### config.mk
export PLATFORM = sky130hd
export DESIGN_NAME = tmps_mul
export DESIGN_NICKNAME = d
export VERILOG_FILES = /design/src/design/tmps_pkg.sv /design/src/design/tmps_mul.sv
export SDC_FILE = /design/constraint.sdc
export NUM_CORES = 1
export LEC_CHECK = 0
export ABC_CLOCK_PERIOD_IN_PS = 6500
export BUFFER_PORTS_ARGS = -buffer_cell sky130_fd_sc_hd__buf_2
export CAP_MARGIN = 20
export CORE_MARGIN = 5
export CORE_UTILIZATION = 64
export DETAILED_ROUTE_END_ITERATION = 10
export PLACE_DENSITY_LB_ADDON = 0.25
export SYNTH_ARGS = -nofsm -noshare
export SYNTH_HDL_FRONTEND = slang
export SYNTH_SLANG_ARGS = --single-unit
### constraint.sdc
create_clock -name clk -period 6.5 [get_ports clk]
set_clock_uncertainty 0.05 [all_clocks]
set_input_delay 0.325 -clock clk [delete_from_list [all_inputs] [get_ports clk]]
set_output_delay 0.325 -clock clk [all_outputs]
set_load 0.02 [all_outputs]
### src/design/tmps_pkg.sv
`timescale 1ns / 1ps
// tmps_pkg: shared constants, state type and memory control word for the
// totient / mertens prefix sieve. no dependencies.
package tmps_pkg;

  localparam int TABLE_SIZE = 65536;
  localparam int IDX_W      = $clog2(TABLE_SIZE);
  localparam int QIDX_W     = 20;
  localparam int TOT_W      = 32;
  localparam int MOB_W      = 11;
  localparam int PRIME_CAP  = 13107;
  localparam int PADDR_W    = $clog2(PRIME_CAP);
  localparam int PC_W       = $clog2(PRIME_CAP + 1);
  localparam int MUL_A_W    = 32;
  localparam int MUL_B_W    = IDX_W;

  localparam logic [IDX_W-1:0] IDX_LAST = IDX_W'(TABLE_SIZE - 1);
  localparam logic [MOB_W-1:0] MOB_MAX  = {1'b0, {(MOB_W-1){1'b1}}};
  localparam logic [MOB_W-1:0] MOB_MIN  = {1'b1, {(MOB_W-1){1'b0}}};

  typedef enum logic [3:0] {
    ST_IDLE,
    ST_CLEAR,
    ST_INIT,
    ST_RD_I,
    ST_CHK,
    ST_RD_P,
    ST_MUL_I,
    ST_MUL_PHI,
    ST_WR,
    ST_PFX_RD,
    ST_PFX_WR,
    ST_QRD,
    ST_QOUT
  } state_t;

  typedef struct packed {
    logic               we_spf;
    logic               we_tbl;
    logic [IDX_W-1:0]   addr_w;
    logic [IDX_W-1:0]   addr_r;
    logic [IDX_W-1:0]   spf_wdata;
    logic [TOT_W-1:0]   tot_wdata;
    logic [MOB_W-1:0]   mob_wdata;
    logic               we_pl;
    logic [PADDR_W-1:0] pl_waddr;
    logic [PADDR_W-1:0] pl_raddr;
    logic [IDX_W-1:0]   pl_wdata;
  } mem_ctl_t;

endpackage

### src/design/tmps_mul.sv
`timescale 1ns / 1ps
// tmps_mul: shared registered multiplier, low word of a 32 x 16 product.
// depends on tmps_pkg.
module tmps_mul (
  input  logic                           clk,
  input  logic [tmps_pkg::MUL_A_W-1:0]   a,
  input  logic [tmps_pkg::MUL_B_W-1:0]   b,
  output logic [tmps_pkg::MUL_A_W-1:0]   q
);
  import tmps_pkg::*;

  logic [MUL_A_W+MUL_B_W-1:0] full;

  assign full = (MUL_A_W+MUL_B_W)'(a) * (MUL_A_W+MUL_B_W)'(b);

  always_ff @(posedge clk) begin
    q <= full[MUL_A_W-1:0];
  end

endmodule

* Word-level counts from Yosys, hierarchy flattened
Cells that the tools add are included.
W data, S select, Z words.
** Word-level totals
- Flip-flop bits (word level) :: 32
- Logic and storage cells :: 2
** Cells by class
- Multiply operators :: 1
** Operators by type and width (count)
- $mul A32 B16 Y32 :: 1

* Depth between registers and ports, before layout
Gate-level depths: netlist of the first run.
- Depth in word-level cells :: 1
- Gate-level depth with buffers :: 24
- Depth with buffers taken out :: 22

* Worst setup path before layout of the first run
OpenSTA, ideal clock, no wires.
- Path kind :: input to register
- Start :: input port b[2] (netlist bit)
- End :: register q[26] (netlist bit)
- Library setup time :: 0.120 ns
- Arrival :: 5.671 ns
- Data required time :: 6.330 ns
- Setup slack :: 0.658 ns
- Stages :: 22
- Buffers on the path :: 3
- Path through :: clkbuf_1 -> clkbuf_1 -> nand2_1 -> fa_1 -> fa_1 -> fa_1 -> inv_1 -> fa_1 -> fa_1 -> inv_1 -> fa_1 -> inv_1 -> ha_1 -> buf_2 -> and4_1 -> nand3_2 -> a2111oi_4 -> nor4b_4 -> o31ai_4 -> a21o_2 -> a21oi_2 -> xnor2_1
** On the way
- Word-level cells in the longest chain between the ends :: 1
** RTL lines
- start, declared :: RTL line tmps_mul.sv:7 : input logic [tmps_pkg::MUL_B_W-1:0] b,
- $mul A32 B16 Y32 :: RTL line tmps_mul.sv:14 : assign full = (MUL_A_W+MUL_B_W)'(a) * (MUL_A_W+MUL_B_W)'(b);
- net full[26] :: RTL line tmps_mul.sv:12 : logic [MUL_A_W+MUL_B_W-1:0] full;
- end signal, assigned :: RTL line tmps_mul.sv:17 : q <= full[MUL_A_W-1:0];
- end, declared :: RTL line tmps_mul.sv:8 : output logic [tmps_pkg::MUL_A_W-1:0] q
The timed path passes the listed nets, and every way through them passes these cells.

* Worst setup path after layout of the first run
Same ends and word-level chain as after synthesis.

==> results of run 1 <==
## per-layer routing
metal  GRT usage (%)  share of wire [%]
met5               0                  0
met4           10.39                4.2
met3           3.709                7.4
met2           49.39                 52
met1           35.16                 37
## Yosys cell counts (all sizes together), types with 3 or more instances
cell type    n  area share, %
nand4        3           0.15
a21o         6           0.38
o21ai       10           0.41
nor2        12           0.37
nand2      255            7.9
nand3        4           0.21
clkbuf      59            1.8
nor3         6           0.25
buf          4           0.17
o211ai       4           0.25
a31oi        6           0.36
ha          65            6.7
xnor2       42            3.0
xor2        13           0.94
inv        339             10
dfxtp       32            5.3
a21oi       24            1.0
and2       151            7.8
fa         304             50
o21bai       5           0.31
## layout by cell type (no fill, tap or decap), types with 3 or more instances in the layout
cell type | netlist | final
and2_1 | 151 | 151
nor2_1 | 12 | 12
dfxtp_1 | 32 | 32
fa_1 | 304 | 304
o211ai_1 | 4 | 4
nand4_1 | 3 | 3
xnor2_1 | 42 | 42
nor3_1 | 6 | 6
nand3_1 | 3 | 3
o21ai_0 | 9 | 9
xor2_1 | 13 | 13
buf_2 | 4 | 80
clkbuf_16 | 0 | 5
a31oi_1 | 5 | 5
nand2_1 | 254 | 254
buf_4 | 0 | 15
a21o_1 | 5 | 5
inv_1 | 339 | 339
ha_1 | 65 | 65
o21bai_1 | 5 | 5
a21oi_1 | 23 | 23
## worst min-delay path by stage
| stage | start | end |
|---|---|---|
| finish | a[1] | q[1]$_DFF_P_ |
| global route | a[1] | q[1]$_DFF_P_ |
| CTS | a[1] | q[1]$_DFF_P_ |
| detailed placement | q[16]$_DFF_P_ | q[16] |
| global placement | q[25]$_DFF_P_ | q[25] |
| floorplan | a[0] | q[0]$_DFF_P_ |
## final cells by class
type | instances | share of cell area, %
multi-input cells | 934 | 77.46
clock inverters | 1 | 0.2332
inverters | 339 | 9.883
flip-flops and latches | 32 | 4.976
clock buffers | 7 | 1.186
well taps | 234 | 2.274
repair buffers | 95 | 3.984
## logic make-up after synthesis
| family | Yosys count | synth area share (%) |
|---|---|---|
| AND/OR/NAND/NOR | 442 | 17.51 |
| XOR/XNOR | 55 | 3.972 |
| flip-flops | 32 | 5.282 |
| buffers and inverters | 402 | 12.48 |
| AO/OA/AOI/OAI | 68 | 3.869 |
| adder cells (fa/ha/maj) | 369 | 56.89 |
## per-stage QoR
step           area [um2]  util [%]  worst slack (ps)  std cells  hold slack [ps]
6_report            12870     68.83             475.7       1642            540.7
5_1_grt             12870     68.83             240.3       1642            541.2
4_1_cts             12870     68.83             504.7       1642            534.6
3_5_place_dp        12690     67.85             201.5       1634            690.2
3_3_place_gp        12690     67.85             329.5       1634            690.6
2_1_floorplan       12130         -             658.1       1368            396.7
## tightest hold or removal path, delay by kind of cell
family,cells,cell delay (ps)
simple gates,1,180
fa+ha+maj,1,110
buf+inv,1,220
==> out/results.txt, run 1 <==
status: complete, no violations
DRT iter0 DRCs: 605
EDFF count, synth: 0
Worst Path Arrival: 6140 ps
port bufs: 80
Crit. path cell count: 20
Mapped Nets: 1786
routed vias: 8877
post_cts resized: 0
n_diodes: 0
CTS Sinks: 32
hold path cells: 3
Ys Warns: 0
largest net degree at the start of global routing: 33
Slew HR: 53.97%
final slew viol count: 0
CTS root buf: clkbuf_16
Rows: 50
Worst Max-Slew Pin Slew: 690.5 ps
area occupied by multi-input gates: 9973 um2
sequential element share of the synthesized area: 5.282%
cells along the critical path: buf_2, nand2_1, fa_1, fa_1, inv_1, fa_1, fa_1, fa_1, inv_1, fa_1, inv_1, ha_1, and4_1, nand3_2, a21oi_1, nor4b_4, o31ai_4, a21o_2, a21oi_2, xnor2_1
Layout area overhead: 6.159%
Setup Crit Path Kind: input pin to flop
Via-to-Cell Ratio: 5.406
setup TNS: 0 ps
Hold Crit Class: input pin to flop
register area: 640.6 um2
Placer Congestion: 0.8788
max reg flops: 32
Cell variety after synth: 45
Syn Inst Count: 1368
drt total wl: 28.84 mm
DP HPWL: 23.26 mm
crit end category: flop
largest stage delay on the critical path: 550 ps
Core Area: 18710 um2
routed wire length per instance: 17.56 um
H-tree depth: 2
RSZ-0062 raised after global routing: false
worst setup path start: b[2]
Mapped Area: 12130 um2
Initial Utilization: 64.84%
ANT nets after route: 0
CTS tree: yes
largest reg by FF count: q
Crit path max-delay family: adder cells
fraction of layout cells with a size suffix above 1: 8.097%
largest registers: q: 32 flops
Maximum Capacitance Violations: 0
Startpoint Class: input pin
Die X: 147.7 um
most numerous cell on the critical path: fa_1
# DRC: 0
Synth Flop Type: dfxtp_1
Worst Path Max Fanout: 27
initial antenna violation count: 0
CTS Buffer Depth: 2
vias in the first global route: 9456
die area: 21800 um2
final hold violation count: 0
CP max-delay cell: fa_1
first-pass GRT wire length: 47.74 mm
CTS buffer count: 5
die span in y: 147.7 um
setup violators final: 0
worst setup path end: q[26]$_DFF_P_
minimum clock period after layout: 6024 ps
First-pass DRT Iterations: 5
# IOs: 81
max frequency: 166.0 MHz
Reg clk slew, reported paths: 50 ps
Yosys reg bits: 32
WP data required: 6620 ps
# Post-CTS Setup Buffers: 0
FILL cells: 1496
total grt overflow: 0
ys async rst share: 0%
worst path bufs/invs: 4
Tcrit/Tclk final: 92.68%
Mean Syn Cell Area: 8.865 um2
Hold Buf Count CTS: 0
Total Routing Usage GR: 27.90%
Post-layout nets: 1825
Power of run 1 is not shown: default switching activity piles up to over one toggle a cycle in this logic, so the estimate is an artifact.
==> inputs of run 2 (changes only) <==
ABC_AREA = 1   (was default)
CORE_UTILIZATION = 65   (was 64)
==> out/results.txt, run 2 <==
CTS root buf: clkbuf_16 (unchanged)
WP data required: 6590 ps (was 6620 ps)
routed wire length per instance: 15.86 um (was 17.56 um)
post_cts resized: 0 (unchanged)
ANT nets after route: 0 (unchanged)
routed vias: 10320 (was 8877)
Initial Utilization: 66.03% (was 64.84%)
Crit path max-delay family: adder cells (unchanged)
Worst Path Max Fanout: 20 (was 27)
# IOs: 81 (unchanged)
total grt overflow: 0 (unchanged)
RSZ-0062 raised after global routing: false (unchanged)
largest cells by area after synthesis: fa_1 47%, inv_1 15%, nand2_1 14% (was fa_1 50%, inv_1 10%, nand2_1 7.9%)
Placer Congestion: 0.8922 (was 0.8788)
EDFF count, synth: 0 (unchanged)
minimum clock period after layout: 5836 ps (was 6024 ps)
Syn Inst Count: 1701 (was 1368)
Core Area: 19530 um2 (was 18710 um2)
CTS buffer count: 5 (unchanged)
Reg clk slew, reported paths: 60 ps (was 50 ps)
Setup Crit Path Kind: input pin to flop (unchanged)
status: complete, no violations (unchanged)
Layout area overhead: 4.804% (was 6.159%)
setup violators final: 0 (unchanged)
Mapped Area: 12890 um2 (was 12130 um2)
fraction of layout cells with a size suffix above 1: 6.834% (was 8.097%)
count leader, synth: inv_1 (unchanged)
commonest cells after routing, fill and taps aside: 519 x inv_1, 497 x nand2_1, 304 x fa_1 (was 339 x inv_1, 304 x fa_1, 254 x nand2_1)
drt total wl: 31.36 mm (was 28.84 mm)
ys async rst share: 0% (unchanged)
FILL cells: 1651 (was 1496)
Die X: 150.8 um (was 147.7 um)
Ys Warns: 0 (unchanged)
initial antenna violation count: 0 (unchanged)
Worst Path Arrival: 5930 ps (was 6140 ps)
setup TNS: 0 ps (unchanged)
Post-layout nets: 2129 (was 1825)
die area: 22750 um2 (was 21800 um2)
largest stage delay on the critical path: 550 ps (about the same)
Hold Buf Count CTS: 0 (unchanged)
H-tree depth: 2 (unchanged)
Via-to-Cell Ratio: 5.220 (was 5.406)
final hold violation count: 0 (unchanged)
Synth top area share: 47.20% (was 50.18%)
sequential element share of the synthesized area: 4.969% (was 5.282%)
DRT iter0 DRCs: 722 (was 605)
Synth Flop Type: dfxtp_1 (unchanged)
n_diodes: 0 (unchanged)
final slew viol count: 0 (unchanged)
crit end category: flop (unchanged)
First-pass DRT Iterations: 5 (unchanged)
Mean Syn Cell Area: 7.579 um2 (was 8.865 um2)
cells along the critical path: buf_2, buf_4, nand2_1, fa_1, inv_1, fa_1, inv_1, fa_1, inv_1, fa_1, fa_1, inv_1, fa_1, inv_1, ha_1, a21oi_1, o21ai_0, a211oi_1, o211ai_1, xor2_1 (was buf_2, nand2_1, fa_1, fa_1, inv_1, fa_1, fa_1, fa_1, inv_1, fa_1, inv_1, ha_1, and4_1, nand3_2, a21oi_1, nor4b_4, o31ai_4, a21o_2, a21oi_2, xnor2_1)
port bufs: 80 (unchanged)
first-pass GRT wire length: 53.89 mm (was 47.74 mm)
largest reg by FF count: q (unchanged)
die span in y: 150.8 um (was 147.7 um)
largest net degree at the start of global routing: 33 (unchanged)
largest registers: q: 32 flops (unchanged)
top post-synthesis cells by count: 519 x inv_1, 497 x nand2_1, 304 x fa_1 (was 339 x inv_1, 304 x fa_1, 254 x nand2_1)
Startpoint Class: input pin (unchanged)
max frequency: 171.3 MHz (was 166.0 MHz)
CTS Sinks: 32 (unchanged)
Rows: 51 (was 50)
max reg flops: 32 (unchanged)
Cell variety after synth: 41 (was 45)
Tcrit/Tclk final: 89.79% (was 92.68%)
Hold Crit Class: input pin to flop (unchanged)
Maximum Capacitance Violations: 0 (unchanged)
CTS Buffer Depth: 2 (unchanged)
vias in the first global route: 11442 (was 9456)
# Post-CTS Setup Buffers: 0 (unchanged)
Mapped Nets: 2119 (was 1786)
most numerous cell on the critical path: fa_1 (unchanged)
largest area contributor in the netlist: fa_1 (unchanged)
Worst Max-Slew Pin Slew: 737.4 ps (was 690.5 ps)
most common cell after layout, fill and taps aside: inv_1 (unchanged)
worst path bufs/invs: 7 (was 4)
# DRC: 0 (unchanged)
Total Routing Usage GR: 30.20% (was 27.90%)
CP max-delay cell: fa_1 (unchanged)
Slew HR: 50.84% (was 53.97%)
DP HPWL: 26.30 mm (was 23.26 mm)
Yosys reg bits: 32 (unchanged)
CTS tree: yes (unchanged)
## run 2: cell types whose count changed in the layout (fill, tap and decap cells not counted), sizes merged, moves of 7 or more
cell	delta
and2	-151
buf	-9
nand2	+249
nor2	+26
inv	+183
o21ai	+7
nand3	+37
xor2	+8
xnor2	-30
## run 2: logic make-up (layout without fill, tap and decap cells)
kind of cell | after synthesis | in the layout | share of synthesized area (%)
DFF | 32 | 32 | 4.969
AOI/OAI and AO/OA | 65 | 65 | 3.028
adders and majority gates | 369 | 369 | 53.51
xor gates and xnor gates | 33 | 33 | 2.300
and+or+nand+nor | 595 | 595 | 18.28
buffers and inverters | 607 | 618 | 17.91
## run 2: final timing paths
check,slack (ps),start,cells after the start,to
worst max-delay path,660,b[2],20,q[29]$_DFF_P_
worst min-delay path,390,a[0],3,q[0]$_DFF_P_
## run 2: worst min-delay path: cells and delay by family
kind | cells | cell delay [ps]
buf+inv | 2 | 250
simple gates | 1 | 100
## run 2: cell type report
class                           instances  area [um2]  share of cell area [%]
Sequential cell                        32       640.6                   4.741
Clock buffer                            7       152.6                   1.130
Tap cell                              265       331.6                   2.454
Multi-Input combinational cell       1062        9943                   73.59
Clock inverter                          1       30.03                  0.2222
Inverter                              524        1968                   14.57
Timing Repair Buffer                   86       445.4                   3.297
## run 2: stage by stage
step                worst slack, ps  area [um2]  cells  hold slack (ps)  util (%)
floorplan                      1066       12890   1701            372.6         -
global placement              611.4       13330   1969            670.3     68.26
detailed placement            500.7       13330   1969            688.9     68.26
CTS                           769.1       13510   1977            398.5     69.20
global route                  444.5       13510   1977            424.6     69.20
finish                        663.7       13510   1977            394.9     69.20
## run 2: routing by layer
| layer | global-route usage (%) | up-vias | wire [um] |
|---|---|---|---|
| met5 | 0 | - | 0 |
| met4 | 15.96 | 0 | 1935 |
| met3 | 4.069 | 120 | 2353 |
| met2 | 53.00 | 451 | 15860 |
| met1 | 36.24 | 5021 | 11210 |
| li1 | - | 4728 | - |
Power of run 2 is left out for the same reason.
==> inputs of run 3 (changes only) <==
CORE_ASPECT_RATIO = 1.1   (was default)
RECOVER_POWER = 25   (was default)
==> out/results.txt, run 3 (synthesis results as in run 2) <==
# DRC: 0 (unchanged)
setup violators final: 0 (unchanged)
Reg clk slew, reported paths: 60 ps (about the same)
Hold Buf Count CTS: 0 (unchanged)
routed wire length per instance: 16.09 um (was 15.86 um)
die span in y: 157.7 um (was 150.8 um)
first-pass GRT wire length: 54.18 mm (was 53.89 mm)
largest registers: q: 32 flops (unchanged)
Tcrit/Tclk final: 87.09% (was 89.79%)
total grt overflow: 0 (unchanged)
Slew HR: -5.682% (was 50.84%)
CTS buffer count: 5 (unchanged)
setup TNS: 0 ps (unchanged)
crit end category: flop (unchanged)
Core Area: 19660 um2 (was 19530 um2)
minimum clock period after layout: 5661 ps (was 5836 ps)
Hold EP: q[0]$_DFF_P_ (unchanged)
Hold Crit Class: input pin to flop (unchanged)
port bufs: 80 (unchanged)
Startpoint Class: input pin (unchanged)
fraction of layout cells with a size suffix above 1: 5.841% (was 6.834%)
DRT iter0 DRCs: 539 (was 722)
die area: 22750 um2 (about the same)
commonest cells after routing, fill and taps aside: 519 x inv_1, 497 x nand2_1, 304 x fa_1 (unchanged)
H-tree depth: 2 (unchanged)
largest net degree at the start of global routing: 33 (unchanged)
First-pass DRT Iterations: 5 (unchanged)
Via-to-Cell Ratio: 5.328 (was 5.220)
max frequency: 176.6 MHz (was 171.3 MHz)
most common cell after layout, fill and taps aside: inv_1 (unchanged)
ANT nets after route: 0 (unchanged)
Setup Crit Path Kind: input pin to flop (unchanged)
Initial Utilization: 65.57% (was 66.03%)
Worst Path Arrival: 5780 ps (was 5930 ps)
CTS Buffer Depth: 2 (unchanged)
hold path startpoint: a[0] (unchanged)
Placer Congestion: 0.9182 (was 0.8922)
initial antenna violation count: 0 (unchanged)
# Post-CTS Setup Buffers: 0 (unchanged)
Worst Path Max Fanout: 26 (was 20)
DP HPWL: 26.25 mm (was 26.30 mm)
largest reg by FF count: q (unchanged)
Rows: 54 (was 51)
n_diodes: 0 (unchanged)
Maximum Capacitance Violations: 1 (was 0)
status: complete, but fails checks (was complete, no violations)
Layout area overhead: 4.377% (was 4.804%)
failing checks: max-capacitance violations, max-slew violations
vias in the first global route: 11705 (was 11442)
final hold violation count: 0 (unchanged)
CTS root buf: clkbuf_16 (unchanged)
# IOs: 81 (unchanged)
max reg flops: 32 (unchanged)
hold path cells: 3 (unchanged)
final slew viol count: 33 (was 0)
Total Routing Usage GR: 30.52% (was 30.20%)
Worst Max-Slew Pin Slew: 1585 ps (was 737.4 ps)
routed vias: 10465 (was 10320)
Post-layout nets: 2129 (unchanged)
WP data required: 6620 ps (was 6590 ps)
drt total wl: 31.60 mm (was 31.36 mm)
RSZ-0062 raised after global routing: false (unchanged)
Die X: 144.3 um (was 150.8 um)
post_cts resized: 0 (unchanged)
CTS Sinks: 32 (unchanged)
CTS tree: yes (unchanged)
run 3: worst max-delay path by stage:
stage,startpoint,endpoint,slack (ps),cells past startpoint
2_1_floorplan,b[3],q[29]$_DFF_P_,1070,20
3_3_place_gp,b[1],q[28]$_DFF_P_,700,20
3_5_place_dp,b[1],q[31]$_DFF_P_,610,22
4_1_cts,b[1],q[28]$_DFF_P_,870,20
5_1_grt,b[1],q[31]$_DFF_P_,520,22
6_report,b[1],q[25]$_DFF_P_,840,20
run 3: critical path, cell delays in order:
cell     delay [ps]
buf_2           450
nand2_1         170
fa_1            540
fa_1            540
fa_1            520
inv_1            50
fa_1            490
fa_1            530
inv_1            50
fa_1            500
inv_1            50
ha_1            390
nand2_1         130
inv_2            70
nand2_1          60
nor3_2          250
nand4_1         200
nand3_2         170
a21oi_1         120
xnor2_1         140
run 3: routing by layer:
metal	GRT usage (%)	part of all wire, %
met5	0	0
met4	16.61	6.1
met3	3.263	5.4
met2	56.23	53
met1	34.33	35
run 3: final cells by class:
cell class / instances / area, um2
clock inverters: 2 / 35.03
flip-flops and latches: 32 / 640.6
multi-input cells: 1062 / 9943
clock buffers: 6 / 128.9
fillers: 1696 / 6205
inverters: 524 / 1968
repair buffers: 86 / 425.4
well taps: 252 / 315.3
run 3: stage by stage:
stage | util (%) | hold WS (ps) | setup WS, ps | instance area, um2 | cells
finish | 68.44 | 404.2 | 839.0 | 13460 | 1964
global route | 68.44 | 451.5 | 516.8 | 13460 | 1964
CTS | 68.54 | 398.2 | 871.3 | 13480 | 1964
detailed placement | 67.71 | 688.1 | 605.1 | 13310 | 1956
global placement | 67.71 | 675.9 | 699.4 | 13310 | 1956
floorplan | - | 372.6 | 1066 | 12890 | 1701
Power of run 3 is left out for the same reason.
