File: config.mk
export PLATFORM = sky130hd
export DESIGN_NAME = tmps_ctrl
export DESIGN_NICKNAME = d
export VERILOG_FILES = /design/src/design/tmps_pkg.sv /design/src/design/tmps_ctrl.sv
export SDC_FILE = /design/constraint.sdc
export NUM_CORES = 1
export LEC_CHECK = 0
export BUFFER_PORTS_ARGS = -buffer_cell sky130_fd_sc_hd__buf_2
export CAP_MARGIN = 10
export CORE_ASPECT_RATIO = 1.1
export CORE_UTILIZATION = 45
export CTS_CLUSTER_SIZE = 40
export DETAILED_ROUTE_END_ITERATION = 16
export HOLD_SLACK_MARGIN = 0.03
export PLACE_DENSITY = 0.8
export SLEW_MARGIN = 0
export SYNTH_ARGS = -nofsm -noshare
export SYNTH_HDL_FRONTEND = slang
export SYNTH_SLANG_ARGS = --single-unit
File: constraint.sdc
create_clock -name clk -period 8.23 [get_ports clk]
set_input_delay 1.646 -clock clk [delete_from_list [all_inputs] [get_ports clk]]
set_output_delay 1.646 -clock clk [all_outputs]
set_load 0.01 [all_outputs]
File: src/design/tmps_pkg.sv
`timescale 1ns / 1ps
// tmps_pkg: shared constants, state type and memory control word for the
// totient / mertens prefix sieve. no dependencies.
package tmps_pkg;

  localparam int TABLE_SIZE = 65536;
  localparam int IDX_W      = $clog2(TABLE_SIZE);
  localparam int QIDX_W     = 20;
  localparam int TOT_W      = 32;
  localparam int MOB_W      = 11;
  localparam int PRIME_CAP  = 13107;
  localparam int PADDR_W    = $clog2(PRIME_CAP);
  localparam int PC_W       = $clog2(PRIME_CAP + 1);
  localparam int MUL_A_W    = 32;
  localparam int MUL_B_W    = IDX_W;

  localparam logic [IDX_W-1:0] IDX_LAST = IDX_W'(TABLE_SIZE - 1);
  localparam logic [MOB_W-1:0] MOB_MAX  = {1'b0, {(MOB_W-1){1'b1}}};
  localparam logic [MOB_W-1:0] MOB_MIN  = {1'b1, {(MOB_W-1){1'b0}}};

  typedef enum logic [3:0] {
    ST_IDLE,
    ST_CLEAR,
    ST_INIT,
    ST_RD_I,
    ST_CHK,
    ST_RD_P,
    ST_MUL_I,
    ST_MUL_PHI,
    ST_WR,
    ST_PFX_RD,
    ST_PFX_WR,
    ST_QRD,
    ST_QOUT
  } state_t;

  typedef struct packed {
    logic               we_spf;
    logic               we_tbl;
    logic [IDX_W-1:0]   addr_w;
    logic [IDX_W-1:0]   addr_r;
    logic [IDX_W-1:0]   spf_wdata;
    logic [TOT_W-1:0]   tot_wdata;
    logic [MOB_W-1:0]   mob_wdata;
    logic               we_pl;
    logic [PADDR_W-1:0] pl_waddr;
    logic [PADDR_W-1:0] pl_raddr;
    logic [IDX_W-1:0]   pl_wdata;
  } mem_ctl_t;

endpackage

File: src/design/tmps_ctrl.sv
`timescale 1ns / 1ps
// tmps_ctrl: sequencer for the clear pass, linear sieve, prefix pass and
// query reads; drives the memories and the shared multiplier. uses tmps_pkg.
module tmps_ctrl (
  input  logic                                clk,
  input  logic                                rst_n,
  input  logic                                start,
  input  logic [tmps_pkg::QIDX_W-1:0]         in_query_index,
  output logic                                busy,
  output tmps_pkg::mem_ctl_t                  mem,
  input  logic [tmps_pkg::IDX_W-1:0]          spf_rdata,
  input  logic [tmps_pkg::TOT_W-1:0]          tot_rdata,
  input  logic [tmps_pkg::MOB_W-1:0]          mob_rdata,
  input  logic [tmps_pkg::IDX_W-1:0]          pl_rdata,
  output logic [tmps_pkg::MUL_A_W-1:0]        mul_a,
  output logic [tmps_pkg::MUL_B_W-1:0]        mul_b,
  input  logic [tmps_pkg::MUL_A_W-1:0]        mul_q,
  output logic                                out_valid,
  output logic [tmps_pkg::TOT_W-1:0]          out_totient_sum,
  output logic signed [tmps_pkg::MOB_W-1:0]   out_mertens_sum,
  output logic                                out_out_of_range
);
  import tmps_pkg::*;

  state_t             state_r, state_nxt;
  logic               built_r, built_nxt;
  logic [PC_W-1:0]    pc_r, pc_nxt;
  logic               out_valid_r, out_valid_nxt;
  logic [IDX_W-1:0]   i_r, i_nxt;
  logic [PC_W-1:0]    j_r, j_nxt;
  logic [IDX_W-1:0]   p_r, p_nxt;
  logic [IDX_W-1:0]   m_r, m_nxt;
  logic [IDX_W-1:0]   cur_spf_r, cur_spf_nxt;
  logic [TOT_W-1:0]   cur_phi_r, cur_phi_nxt;
  logic [MOB_W-1:0]   cur_mu_r, cur_mu_nxt;
  logic [TOT_W-1:0]   acc_t_r, acc_t_nxt;
  logic [MOB_W-1:0]   acc_m_r, acc_m_nxt;
  logic [IDX_W-1:0]   q_idx_r, q_idx_nxt;
  logic               q_oor_r, q_oor_nxt;
  logic [TOT_W-1:0]   o_tot_r, o_tot_nxt;
  logic [MOB_W-1:0]   o_mob_r, o_mob_nxt;
  logic               o_oor_r, o_oor_nxt;
  logic               match;
  logic [TOT_W:0]     sum_t;
  logic [MOB_W:0]     sum_m;
  logic [TOT_W-1:0]   sat_t;
  logic [MOB_W-1:0]   sat_m;

  assign match = (cur_spf_r == p_r);
  assign sum_t = {1'b0, acc_t_r} + {1'b0, tot_rdata};
  assign sum_m = {acc_m_r[MOB_W-1], acc_m_r} + {mob_rdata[MOB_W-1], mob_rdata};
  assign sat_t = sum_t[TOT_W] ? '1 : sum_t[TOT_W-1:0];
  assign sat_m = (sum_m[MOB_W] == sum_m[MOB_W-1]) ? sum_m[MOB_W-1:0] :
                 (sum_m[MOB_W] ? MOB_MIN : MOB_MAX);

  assign busy             = (state_r != ST_IDLE);
  assign out_valid        = out_valid_r;
  assign out_totient_sum  = o_tot_r;
  assign out_mertens_sum  = o_mob_r;
  assign out_out_of_range = o_oor_r;

  always_ff @(posedge clk) begin
    if (!rst_n) begin
      state_r     <= ST_IDLE;
      built_r     <= 1'b0;
      pc_r        <= '0;
      out_valid_r <= 1'b0;
    end else begin
      state_r     <= state_nxt;
      built_r     <= built_nxt;
      pc_r        <= pc_nxt;
      out_valid_r <= out_valid_nxt;
    end
  end

  always_ff @(posedge clk) begin
    i_r       <= i_nxt;
    j_r       <= j_nxt;
    p_r       <= p_nxt;
    m_r       <= m_nxt;
    cur_spf_r <= cur_spf_nxt;
    cur_phi_r <= cur_phi_nxt;
    cur_mu_r  <= cur_mu_nxt;
    acc_t_r   <= acc_t_nxt;
    acc_m_r   <= acc_m_nxt;
    q_idx_r   <= q_idx_nxt;
    q_oor_r   <= q_oor_nxt;
    o_tot_r   <= o_tot_nxt;
    o_mob_r   <= o_mob_nxt;
    o_oor_r   <= o_oor_nxt;
  end

  always_comb begin
    state_nxt     = state_r;
    built_nxt     = built_r;
    pc_nxt        = pc_r;
    out_valid_nxt = 1'b0;
    i_nxt         = i_r;
    j_nxt         = j_r;
    p_nxt         = p_r;
    m_nxt         = m_r;
    cur_spf_nxt   = cur_spf_r;
    cur_phi_nxt   = cur_phi_r;
    cur_mu_nxt    = cur_mu_r;
    acc_t_nxt     = acc_t_r;
    acc_m_nxt     = acc_m_r;
    q_idx_nxt     = q_idx_r;
    q_oor_nxt     = q_oor_r;
    o_tot_nxt     = o_tot_r;
    o_mob_nxt     = o_mob_r;
    o_oor_nxt     = o_oor_r;
    mem           = '0;
    mem.addr_r    = i_r;
    mul_a         = cur_phi_r;
    mul_b         = match ? p_r : p_r - IDX_W'(1);

    unique case (state_r)
      ST_IDLE: begin
        mem.addr_r = in_query_index[IDX_W-1:0];
        if (start) begin
          q_idx_nxt = in_query_index[IDX_W-1:0];
          q_oor_nxt = (in_query_index >= QIDX_W'(TABLE_SIZE));
          if (built_r) begin
            state_nxt = ST_QOUT;
          end else begin
            i_nxt     = '0;
            pc_nxt    = '0;
            state_nxt = ST_CLEAR;
          end
        end
      end
      ST_CLEAR: begin
        mem.we_spf = 1'b1;
        mem.we_tbl = 1'b1;
        mem.addr_w = i_r;
        if (i_r == IDX_LAST) begin
          state_nxt = ST_INIT;
        end else begin
          i_nxt = i_r + IDX_W'(1);
        end
      end
      ST_INIT: begin
        mem.we_spf    = 1'b1;
        mem.we_tbl    = 1'b1;
        mem.addr_w    = IDX_W'(1);
        mem.spf_wdata = IDX_W'(1);
        mem.tot_wdata = TOT_W'(1);
        mem.mob_wdata = MOB_W'(1);
        i_nxt         = IDX_W'(2);
        state_nxt     = ST_RD_I;
      end
      ST_RD_I: begin
        state_nxt = ST_CHK;
      end
      ST_CHK: begin
        j_nxt     = '0;
        state_nxt = ST_RD_P;
        if (spf_rdata == '0) begin
          // new prime
          mem.we_spf    = 1'b1;
          mem.we_tbl    = 1'b1;
          mem.addr_w    = i_r;
          mem.spf_wdata = i_r;
          mem.tot_wdata = TOT_W'(i_r) - TOT_W'(1);
          mem.mob_wdata = '1;
          cur_spf_nxt   = i_r;
          cur_phi_nxt   = TOT_W'(i_r) - TOT_W'(1);
          cur_mu_nxt    = '1;
          if (pc_r < PC_W'(PRIME_CAP)) begin
            mem.we_pl    = 1'b1;
            mem.pl_waddr = pc_r[PADDR_W-1:0];
            mem.pl_wdata = i_r;
            pc_nxt       = pc_r + PC_W'(1);
          end
        end else begin
          cur_spf_nxt = spf_rdata;
          cur_phi_nxt = tot_rdata;
          cur_mu_nxt  = mob_rdata;
        end
      end
      ST_RD_P: begin
        if (j_r < pc_r) begin
          mem.pl_raddr = j_r[PADDR_W-1:0];
          state_nxt    = ST_MUL_I;
        end else if (i_r == IDX_LAST) begin
          i_nxt     = IDX_W'(1);
          acc_t_nxt = '0;
          acc_m_nxt = '0;
          state_nxt = ST_PFX_RD;
        end else begin
          i_nxt     = i_r + IDX_W'(1);
          state_nxt = ST_RD_I;
        end
      end
      ST_MUL_I: begin
        mul_a     = MUL_A_W'(i_r);
        mul_b     = pl_rdata;
        p_nxt     = pl_rdata;
        state_nxt = ST_MUL_PHI;
      end
      ST_MUL_PHI: begin
        if (mul_q >= MUL_A_W'(TABLE_SIZE)) begin
          if (i_r == IDX_LAST) begin
            i_nxt     = IDX_W'(1);
            acc_t_nxt = '0;
            acc_m_nxt = '0;
            state_nxt = ST_PFX_RD;
          end else begin
            i_nxt     = i_r + IDX_W'(1);
            state_nxt = ST_RD_I;
          end
        end else begin
          m_nxt     = mul_q[IDX_W-1:0];
          state_nxt = ST_WR;
        end
      end
      ST_WR: begin
        mem.we_spf    = 1'b1;
        mem.we_tbl    = 1'b1;
        mem.addr_w    = m_r;
        mem.spf_wdata = p_r;
        mem.tot_wdata = mul_q;
        mem.mob_wdata = match ? '0 : MOB_W'(0) - cur_mu_r;
        if (match) begin
          if (i_r == IDX_LAST) begin
            i_nxt     = IDX_W'(1);
            acc_t_nxt = '0;
            acc_m_nxt = '0;
            state_nxt = ST_PFX_RD;
          end else begin
            i_nxt     = i_r + IDX_W'(1);
            state_nxt = ST_RD_I;
          end
        end else begin
          j_nxt     = j_r + PC_W'(1);
          state_nxt = ST_RD_P;
        end
      end
      ST_PFX_RD: begin
        state_nxt = ST_PFX_WR;
      end
      ST_PFX_WR: begin
        mem.we_tbl    = 1'b1;
        mem.addr_w    = i_r;
        mem.tot_wdata = sat_t;
        mem.mob_wdata = sat_m;
        acc_t_nxt     = sat_t;
        acc_m_nxt     = sat_m;
        if (i_r == IDX_LAST) begin
          built_nxt = 1'b1;
          state_nxt = ST_QRD;
        end else begin
          i_nxt     = i_r + IDX_W'(1);
          state_nxt = ST_PFX_RD;
        end
      end
      ST_QRD: begin
        mem.addr_r = q_idx_r;
        state_nxt  = ST_QOUT;
      end
      ST_QOUT: begin
        out_valid_nxt = 1'b1;
        o_oor_nxt     = q_oor_r;
        o_tot_nxt     = q_oor_r ? '0 : tot_rdata;
        o_mob_nxt     = q_oor_r ? '0 : mob_rdata;
        state_nxt     = ST_IDLE;
      end
      default: begin
        state_nxt = ST_IDLE;
      end
    endcase
  end

endmodule

Word-level counts from Yosys, hierarchy flattened
Index checks and enable logic that the tools add are counted.
{"block": "word_totals", "input_bits": 130, "elab_cells": 131, "reg_bits": 245, "out_inout_bits": 232}
{"block": "op_classes", "reduce_logical": 17, "magnitude_cmp": 4, "n_bitwise": 1, "addsub": 8, "mux": 58, "eq_ne": 25}
{"operator": "$mux W32", "count": 7}
{"operator": "$mux W16", "count": 13}
{"operator": "$pmux W43 S4", "count": 1}
{"operator": "$pmux W32 S4", "count": 1}
{"operator": "$mux W14", "count": 7}
{"operator": "$pmux W16 S6", "count": 1}
{"operator": "$mux W11", "count": 7}
{"operator": "$mux W74", "count": 1}
{"operator": "$pmux W17 S4", "count": 1}
{"operator": "$pmux W14 S2", "count": 2}
{"operator": "$pmux W16 S3", "count": 1}
{"operator": "$pmux W4 S12", "count": 1}
{"operator": "$pmux W11 S4", "count": 1}
{"operator": "$add A32 B32 Y33", "count": 1}
{"operator": "$ge A32 B17 Y1 const B", "count": 1}
{"operator": "$pmux W16 S2", "count": 1}
{"operator": "$mux W15", "count": 2}
{"operator": "$add A14 B1 Y14 const B", "count": 2}
{"operator": "$mux W4", "count": 7}
{"operator": "$eq A4 B4 Y1 const B", "count": 5}
{"operator": "$ge A20 B17 Y1 const B", "count": 1}
{"operator": "$ne A2 B2 Y1 const B", "count": 10}
{"operator": "$mux W18", "count": 1}
{"operator": "$sub A16 B1 Y17 const B", "count": 1}
{"operator": "other kinds (27)", "count": 37}

Depth between registers and ports, before layout
Gate-level depths: netlist (run 1).
{"block": "depth", "ltp_word": 4, "mapped_depth": 11, "ltp_nobuf": 10}

Worst setup path before layout (run 1)
Ideal clock, no wire load.
{"block": "synth_path", "path_type": "input to output", "startpoint": "input port tot_rdata[0] (netlist bit)", "endpoint": "output port mem[86] (netlist bit)", "n_path_buf": 1, "t_required_ps": 6584, "arrival_time_ps": 4258, "setup_slack_ps": 2326, "stages": 11, "path_cell_list": "ha_1 fa_1 a211oi_1 o211ai_1 o2bb2ai_1 a21oi_1 o311ai_1 o22ai_1 clkbuf_1 a41oi_1 a211o_1"}
{"element": "start: declaration", "line": "tmps_ctrl.sv:12", "text": "input logic [tmps_pkg::TOT_W-1:0] tot_rdata,"}
{"element": "end: declaration", "line": "tmps_ctrl.sv:10", "text": "output tmps_pkg::mem_ctl_t mem,"}

==> results of run 1 <==
worst max-delay path, delay by kind of cell:
family | cells | cell delay (ps)
adders and majority gates | 2 | 710
buffers and inverters | 2 | 270
AOI/OAI and AO/OA | 8 | 2600
flip-flops by register name (all words and copies together), names as in the netlist, 16 cells and up:
register,flops
acc_t_r,32
p_r,16
i_r,16
cur_spf_r,16
out_totient_sum,32
q_idx_r,16
m_r,16
cur_phi_r,32
synthesized netlist by cell type (all sizes together) (14+ instances only):
cell type | number | share of area [%]
a211o | 24 | 1.4
a21o | 55 | 2.7
a21oi | 87 | 2.9
a221o | 14 | 0.93
a22o | 29 | 1.7
a22oi | 17 | 0.85
and2 | 22 | 0.91
and3 | 26 | 1.1
clkbuf | 84 | 2.1
dfxtp | 20 | 2.7
edfxtp | 225 | 45
ha | 62 | 5.1
inv | 34 | 0.85
mux2 | 18 | 1.3
nand2 | 136 | 3.4
nand2b | 27 | 1.1
nand3 | 25 | 0.83
nand4 | 21 | 0.87
nor2 | 149 | 3.7
nor2b | 68 | 2.8
nor3 | 20 | 0.66
nor4 | 16 | 0.80
o21a | 17 | 0.85
o21ai | 62 | 2.1
or3 | 17 | 0.77
xnor2 | 76 | 4.4
xor2 | 38 | 2.2
where the power goes:
| group | switching, mW | internal (mW) | total, mW |
|---|---|---|---|
| Clock | 0.531 | 0.832 | 1.36 |
| Sequential | 0.119 | 1.44 | 1.56 |
| Combinational | 0.617 | 0.320 | 0.937 |
| Total | 1.27 | 2.59 | 3.86 |
logic make-up after synthesis:
group           count (synthesis)
compound gates                387
xor+xnor                      114
fa+ha+maj                      64
buf+inv                       125
flops                         245
mux                            19
simple gates                  549
area by class of cell:
class,count,area (µm²)
clock inverter,16,239.0
clock buffer,36,752.0
sequential,245,7157
tap,426,533.0
timing repair buffer,389,2017
fill,2859,14320
multi-input combinational,1133,7485
inverter,34,127.6
metrics by stage:
| step | power, mW | instance area (µm²) | setup WS (ps) | cells |
|---|---|---|---|---|
| 2_1_floorplan | 2.084 | 15090 | 2326 | 1503 |
| 6_report | 3.857 | 18310 | 1351 | 2279 |
| 4_1_cts | 3.846 | 18300 | 1434 | 2278 |
| 3_5_place_dp | 2.496 | 17310 | 1459 | 2226 |
| 5_1_grt | 3.979 | 18310 | 1206 | 2279 |
| 3_3_place_gp | 2.485 | 17310 | 1551 | 2226 |
worst max-delay path by stage:
stage	slack [ps]	start	cells after the start	to
3_5_place_dp	1460	tot_rdata[0]	12	mem[56]
4_1_cts	1430	tot_rdata[0]	12	mem[56]
6_report	1350	tot_rdata[0]	12	mem[56]
3_3_place_gp	1550	tot_rdata[0]	12	mem[56]
2_1_floorplan	2330	tot_rdata[0]	11	mem[86]
5_1_grt	1210	tot_rdata[0]	12	mem[56]
routing by layer:
metal,wire length (µm),share of wire [%],GRT usage [%],vias to the layer above
li1,-,-,-,6187
met1,19830,39,36.00,6481
met2,24120,47,47.12,744
met3,4676,9.2,5.608,133
met4,2174,4.3,12.58,4
met5,22,0.043,0,-
==> flow_results.org, run 1 <==
** Logic synthesis
- Area share of xor/xnor cells in the synthesized design :: 6.617%
- The share of the Yosys chip area taken by registers is 47.43%.
- After Yosys synthesis, and, or, nand and nor cells account for 18.07% of the synthesized area.
- Count of mapped cells out of synthesis :: 1503
- The most used flip-flop cell after synthesis is sky130_fd_sc_hd__edfxtp_1.
- Synth cell types :: 71
- Async set-reset flop share out of synthesis :: 0%
- The mapped netlist covers 0.01509 mm².
- Number of enable flip-flop cells after synthesis :: 225
- Post-synthesis net count :: 1697
- By area, the combinational part of the netlist is dominated by simple AND/OR/NAND/NOR gates.
- Of the total synthesized cell area, the portion taken by full adders, half adders and majority gates is 5.407%.
- The synthesized netlist devotes 17.82% of its cell area to compound gates.
- In this run the mean area of a mapped cell was 10.04 µm².
- Total of flip-flops plus latches after synthesis :: 245
- Count of yosys warnings during synthesis :: 0
- Multiplexer area fraction after synthesis :: 1.410%

** STA
- The number of failing hold endpoints at the final stage is 0.
- Max Slew Vio Count :: 0
- Setup repair after global routing missed its margin :: no
- Worst slew pin tran :: 1233 ps
- The final critical path takes up 83.58% of the cycle.
- Largest clock skew in the final design :: 19.46 ps
- Hold Worst Slack :: 508.3 ps
- Derived from the worst setup path, the maximum achievable clock frequency is 0.1454 GHz.
- Headroom to the max-slew limit came out at 17.51%.
- Setup violations remaining at the end of the flow were counted as 0.
- Summed over all failing endpoints, the final setup total negative slack is 0 ps.
- The worst path needs 6879 ps of the cycle, external delays included.

** Detailed routing
- Number of nets with antenna violations after routing :: 0
- Via/cell ratio :: 5.945
- 1st-iter DRT viols :: 1209
- In the final routed layout, each cell accounts on average for 22.30 µm.
- The routed design has 50830 µm of wire.
- Post-route DRC violation count :: 0
- For this block, the via count after detailed routing is 13550.
- The pre-antenna-repair detailed-routing pass consisted of 5 iterations.

** Setup path
- CP Class :: primary input to primary output
- Walking the worst path, the cells encountered are buf_2 > ha_1 > fa_1 > a211oi_1 > o211ai_1 > o2bb2ai_1 > a21oi_1 > o311ai_1 > o22a_1 > o21a_1 > a2111o_1 > buf_2.
- Nature of the critical path endpoint :: primary output
- Startpoint of the most critical register-to-register path :: state_r[2]$_SDFFE_PN0P_
- The worst register-to-register path ends at pc_r[11]$_SDFFE_PN0P_.
- Flop2flop setup slack :: 4530 ps
- Critical path's most frequent cell :: sky130_fd_sc_hd__buf_2
- Arrival time of the worst setup path :: 5230 ps
- Largest fanout on the critical path :: 13
- Slowest Stage Delay on Critical Path :: 500 ps
- For the worst setup path, the data required time is 6580 ps.
- STA classifies the critical path startpoint as a primary input.
- Depth of the worst register-to-register path :: 8
- For this design, the slowest cell found on the critical path is sky130_fd_sc_hd__o22a_1.

** Pwr
- In this run the power density over the cells is 210.7 mW/mm².
- The worst-case IR drop observed on VDD is 0.1523 mV.
- Summed over all cells, the static leakage comes to 7.683 nW.

** Layout
- Leaving out fill and tap cells, the most frequent cell in the layout is sky130_fd_sc_hd__buf_2.
- Cells with a size suffix above 1 make up 25.36% of the layout.
- The repair_antennas step left the layout with diodes totalling 0.
- Area added between synthesis and finish :: 21.35%
- Top library cells by usage in the layout, fill and taps aside :: sky130_fd_sc_hd__buf_2 (361), sky130_fd_sc_hd__edfxtp_1 (225), sky130_fd_sc_hd__nor2_1 (144)
- Final-stage net count :: 2025
- Cells fill 56.11% of the core in the end.

** Global routing
- Initial antenna violation count :: 2
- Vias in the first global route :: 12990
- The first global-routing pass estimated 75320 µm of wire.
- Summed over all layers, the global routing overflow is 0.
- Maximum number of pins on one net before global-route repair :: 51
- GRT Util Overall :: 28.54%

** Outcome
- Result of the run :: complete, no violations

** CTS
- Buffers inserted to repair hold after CTS numbered 0.
- Count of cells resized by post-cts repair :: 0
- Register clock-pin slew on the reported worst setup and hold paths :: 60 ps
- Post-CTS setup buffer count :: 0
- TritonCTS buffer count :: 28
- Buffer type at the clock tree root :: sky130_fd_sc_hd__clkbuf_16
- Clock tree synthesis found a total of 245 sinks.
- Deepest level of the CTS H-tree :: 1
- Clock latency on the worst-skew pair :: 560 ps
- TritonCTS built the clock tree.
- Maximum root-to-sink buffer count :: 3

** Floorplan
- During I/O placement, the number of pins put on the boundary was 362.
- Core Area :: 0.03263 mm²
- The die is 176.6 µm wide.
- Die footprint :: 0.03427 mm²
- Once the floorplan was initialized, standard cells occupied 46.23% of the core.
- # rows :: 69
- Measured along the y axis, the die boundary spans 194.0 µm.

** Hold path
- The min-delay analysis places its worst path in the category flop to flop.
- Worst Hold Path Cells :: 2
- The startpoint identified for the worst hold timing path is pc_r[7]$_SDFFE_PN0P_.
- End point of the most critical hold path :: pc_r[7]$_SDFFE_PN0P_

** Place
- The count of buffers added on input and output ports is 361.
- HPWL after detailed placement :: 37240 µm
- Routability-driven placement finished with a final weighted congestion of 0.9373.

** Job
- The tool flagged a number of max-cap violations equal to 0.
Power figures use the tool's default switching activity.
==> run 2, diff against run 1 <==
==> constraint.sdc (replaced) <==
create_clock -name clk -period 6.9 [get_ports clk]
set_input_delay 1.38 -clock clk [delete_from_list [all_inputs] [get_ports clk]]
set_output_delay 1.38 -clock clk [all_outputs]
set_load 0.01 [all_outputs]
==> run 2 against run 1 <==
Effect of this change:
- die area unchanged
- via count is 1.5% higher
- critical path type unchanged
- sequential power is 19% higher
- worst setup slack got worse by 580 ps
- clock-buffer cell count decreased by 2
- first-iteration DRC count increased by 1.1%
- clock skew barely moved
- critical endpoint unchanged
- highest routed layer unchanged
- register-to-register slack lost 1700 ps
- clock power grew 21%
- power grew 20%
- final area increased by 0.35%
- combinational power rose by 17%
==> flow_results.org, run 2 (same netlist as run 1, synthesis figures left out) <==
** Outcome
- Result of the run :: complete, no violations

** STA
- Worst slew pin tran :: 1238 ps (+5.203 ps)
- Worst slew slack as a fraction of its limit :: 17.16% (-0.35 points)
- Peak Freq :: 0.1633 GHz
- The number of failing hold endpoints at the final stage was 0 (unchanged).
- The worst path uses 88.75% of the clock period.
- Final count of negative-setup-slack endpoints :: 0 (unchanged)
- The total count of max-transition violations in the final report came to 0 (unchanged).
- The final worst hold slack came to 486.9 ps (-21.41 ps).
- The worst clock skew was 19.20 ps (-0.2629 ps).
- Setup repair after global routing missed its margin :: no
- The accumulated negative setup slack came to 0 ps (unchanged).
- Minimum clock period :: 6124 ps

** Pwr
- The maximum vdd ir drop came to 0.2270 mV (+49%).
- Power density of the placed cells :: 251.2 mW/mm² (+19%)
- Static leakage :: 7.732 nW (+0.63%)

** Place
- HPWL after detailed placement :: 36910 µm (-0.89%)
- The weighted congestion at the end of routability-driven global placement is 0.9670 (+3.2%).
- Number of buffers inserted by port buffering :: 361 (unchanged)
- The number of cells after detailed placement was 2230 (+0.18%).

** Setup path
- The critical path in this run is classified as primary input to primary output.
- Startpoint of the most critical register-to-register path :: i_r[0]$_DFFE_PP_
- STA classifies the critical path endpoint as a primary output.
- The worst register-to-register path ends at acc_m_r[3]$_SDFFCE_PN0P_.
- The worst setup path is launched from a primary input.
- The largest fanout of any net on the critical path was 13 (unchanged).
- The internal reg-to-reg setup slack came to 2860 ps (-1670 ps).
- Critical path required time :: 5520 ps (-1060 ps)
- The data arrival time of the critical path is 4740 ps (-490 ps).
- The depth of the worst register-to-register path came to 9 (+1).

** Detailed routing
- 1st-iter DRT viols :: 1222 (+1.1%)
- The average wire length per cell after detail routing is 22.13 µm (-0.78%).
- Pre-antenna DRT Iters :: 6 (+1)
- Total vias in the final route :: 13760 (+1.5%)
- The wire length reported by the detailed router is 50590 µm (-0.47%).
- The via density per instance is 6.019 (+1.2%).
- Post-route DRC violation count :: 0 (unchanged)
- The remaining antenna violation count is 0 (unchanged).

** Global routing
- The largest net degree at the start of global routing is 61 (+20%).
- GRT Util Overall :: 28.45% (-0.091 points)
- The via count of the first global-routing pass was 13120 (+1.0%).
- The remaining global-route overflow was 0 (unchanged).
- The initial antenna violation count was 4 (+2).
- Wire length of the first global-routing pass :: 75350 µm (about the same)

** CTS
- The number of hold buffers added after cts came to 0 (unchanged).
- Maximum root-to-sink buffer count :: 3 (unchanged)
- Deepest level of the CTS H-tree :: 1 (unchanged)
- The tree is rooted in a sky130_fd_sc_hd__clkbuf_16.
- The latest clock arrival within the worst-skew pair came to 560 ps (about the same).
- The number of gates resized after cts is 0 (unchanged).
- Clock Sink Count :: 245 (unchanged)
- TritonCTS built the clock tree.
- The number of post-CTS setup repair buffers is 0 (unchanged).
- The number of buffers inserted during clock tree synthesis was 28 (unchanged).
- The clock-pin transition on the worst setup and hold timing paths is 50 ps (about the same).

** Floorplan
- # rows :: 69 (unchanged)
- Die footprint :: 0.03427 mm² (unchanged)
- The core footprint came to 0.03263 mm² (unchanged).
- The height of the die came to 194.0 µm (unchanged).
- Die width :: 176.6 µm (unchanged)
- The initial standard-cell utilization of the core came to 46.23% (unchanged).
- The number of top-level pins is 362 (unchanged).

** Layout
- The share of post-route cells with drive strength above 1 is 25.81% (+0.44 points).
- Area added between synthesis and finish :: 21.78%
- Most common cell after layout, fill and taps aside :: sky130_fd_sc_hd__buf_2
- Final-stage net count :: 2029 (+0.20%)
- Filler Cell Count :: 2840 (-0.66%)
- Top library cells by usage in the layout, fill and taps aside :: sky130_fd_sc_hd__buf_2 (361), sky130_fd_sc_hd__edfxtp_1 (225), sky130_fd_sc_hd__nor2_1 (144)
- The final non-filler cell total came to 2286 (+0.31%).

** Hold path
- Hold path startpoint :: pc_r[7]$_SDFFE_PN0P_
- For hold timing, the worst endpoint is pc_r[7]$_SDFFE_PN0P_.
- Worst Hold Path Cells :: 2 (unchanged)
- The path class of the tightest hold or removal check is flop to flop.

** Job
- The reported max-cap violation count came to 0 (unchanged).
run 2: worst max-delay path by stage:
stage	startpoint	end	slack [ps]
final	tot_rdata[0]	mem[56]	780
after global routing	tot_rdata[0]	mem[56]	680
after CTS	tot_rdata[0]	mem[56]	830
after detailed placement	tot_rdata[0]	mem[56]	880
after global placement	tot_rdata[0]	mem[56]	900
after floorplan	tot_rdata[0]	mem[86]	1530
run 2: final cells by class:
cell class / count / area [µm²] / share of cell area (%)
tap: 426 / 533.0 / 2.901
sequential: 245 / 7157 / 38.95
multi-input combinational: 1133 / 7485 / 40.74
timing repair buffer: 393 / 2047 / 11.14
antenna: 4 / 10.01 / 0.05448
clock buffer: 34 / 774.5 / 4.215
clock inverter: 17 / 240.2 / 1.307
inverter: 34 / 127.6 / 0.6946
run 2: through the flow:
stage               cell area [µm²]  utilization [%]  power [mW]  setup slack (ps)
finish                        18370            56.30       4.615             776.1
global route                  18360            56.27       4.772             677.4
CTS                           18360            56.25       4.602             832.1
detailed placement            17340            53.14       2.966             883.3
global placement              17340            53.14       2.950             902.9
floorplan                     15090                -       2.485              1528
run 2: where the power goes:
part	internal, mW	switching, mW
clock network	1.02	0.630
logic	0.381	0.722
registers	1.72	0.149
run 2: layer usage:
layer | up-vias | track usage (%) | wire (µm)
met5 | - | 0 | 23
met3 | 158 | 5.804 | 4895
li1 | 6213 | - | -
met1 | 6573 | 35.18 | 19320
met4 | 4 | 12.80 | 2346
met2 | 811 | 47.48 | 24000
run 2: critical path, stage by stage:
cell                        delay (ps)
sky130_fd_sc_hd__buf_2             120
sky130_fd_sc_hd__ha_1              270
sky130_fd_sc_hd__fa_1              450
sky130_fd_sc_hd__a211oi_1          340
sky130_fd_sc_hd__o211ai_1          150
sky130_fd_sc_hd__o2bb2ai_1         200
sky130_fd_sc_hd__a21oi_1           180
sky130_fd_sc_hd__buf_4             170
sky130_fd_sc_hd__o311ai_1          150
sky130_fd_sc_hd__o22a_1            480
sky130_fd_sc_hd__o21a_1            320
sky130_fd_sc_hd__a2111o_1          380
sky130_fd_sc_hd__buf_2             160
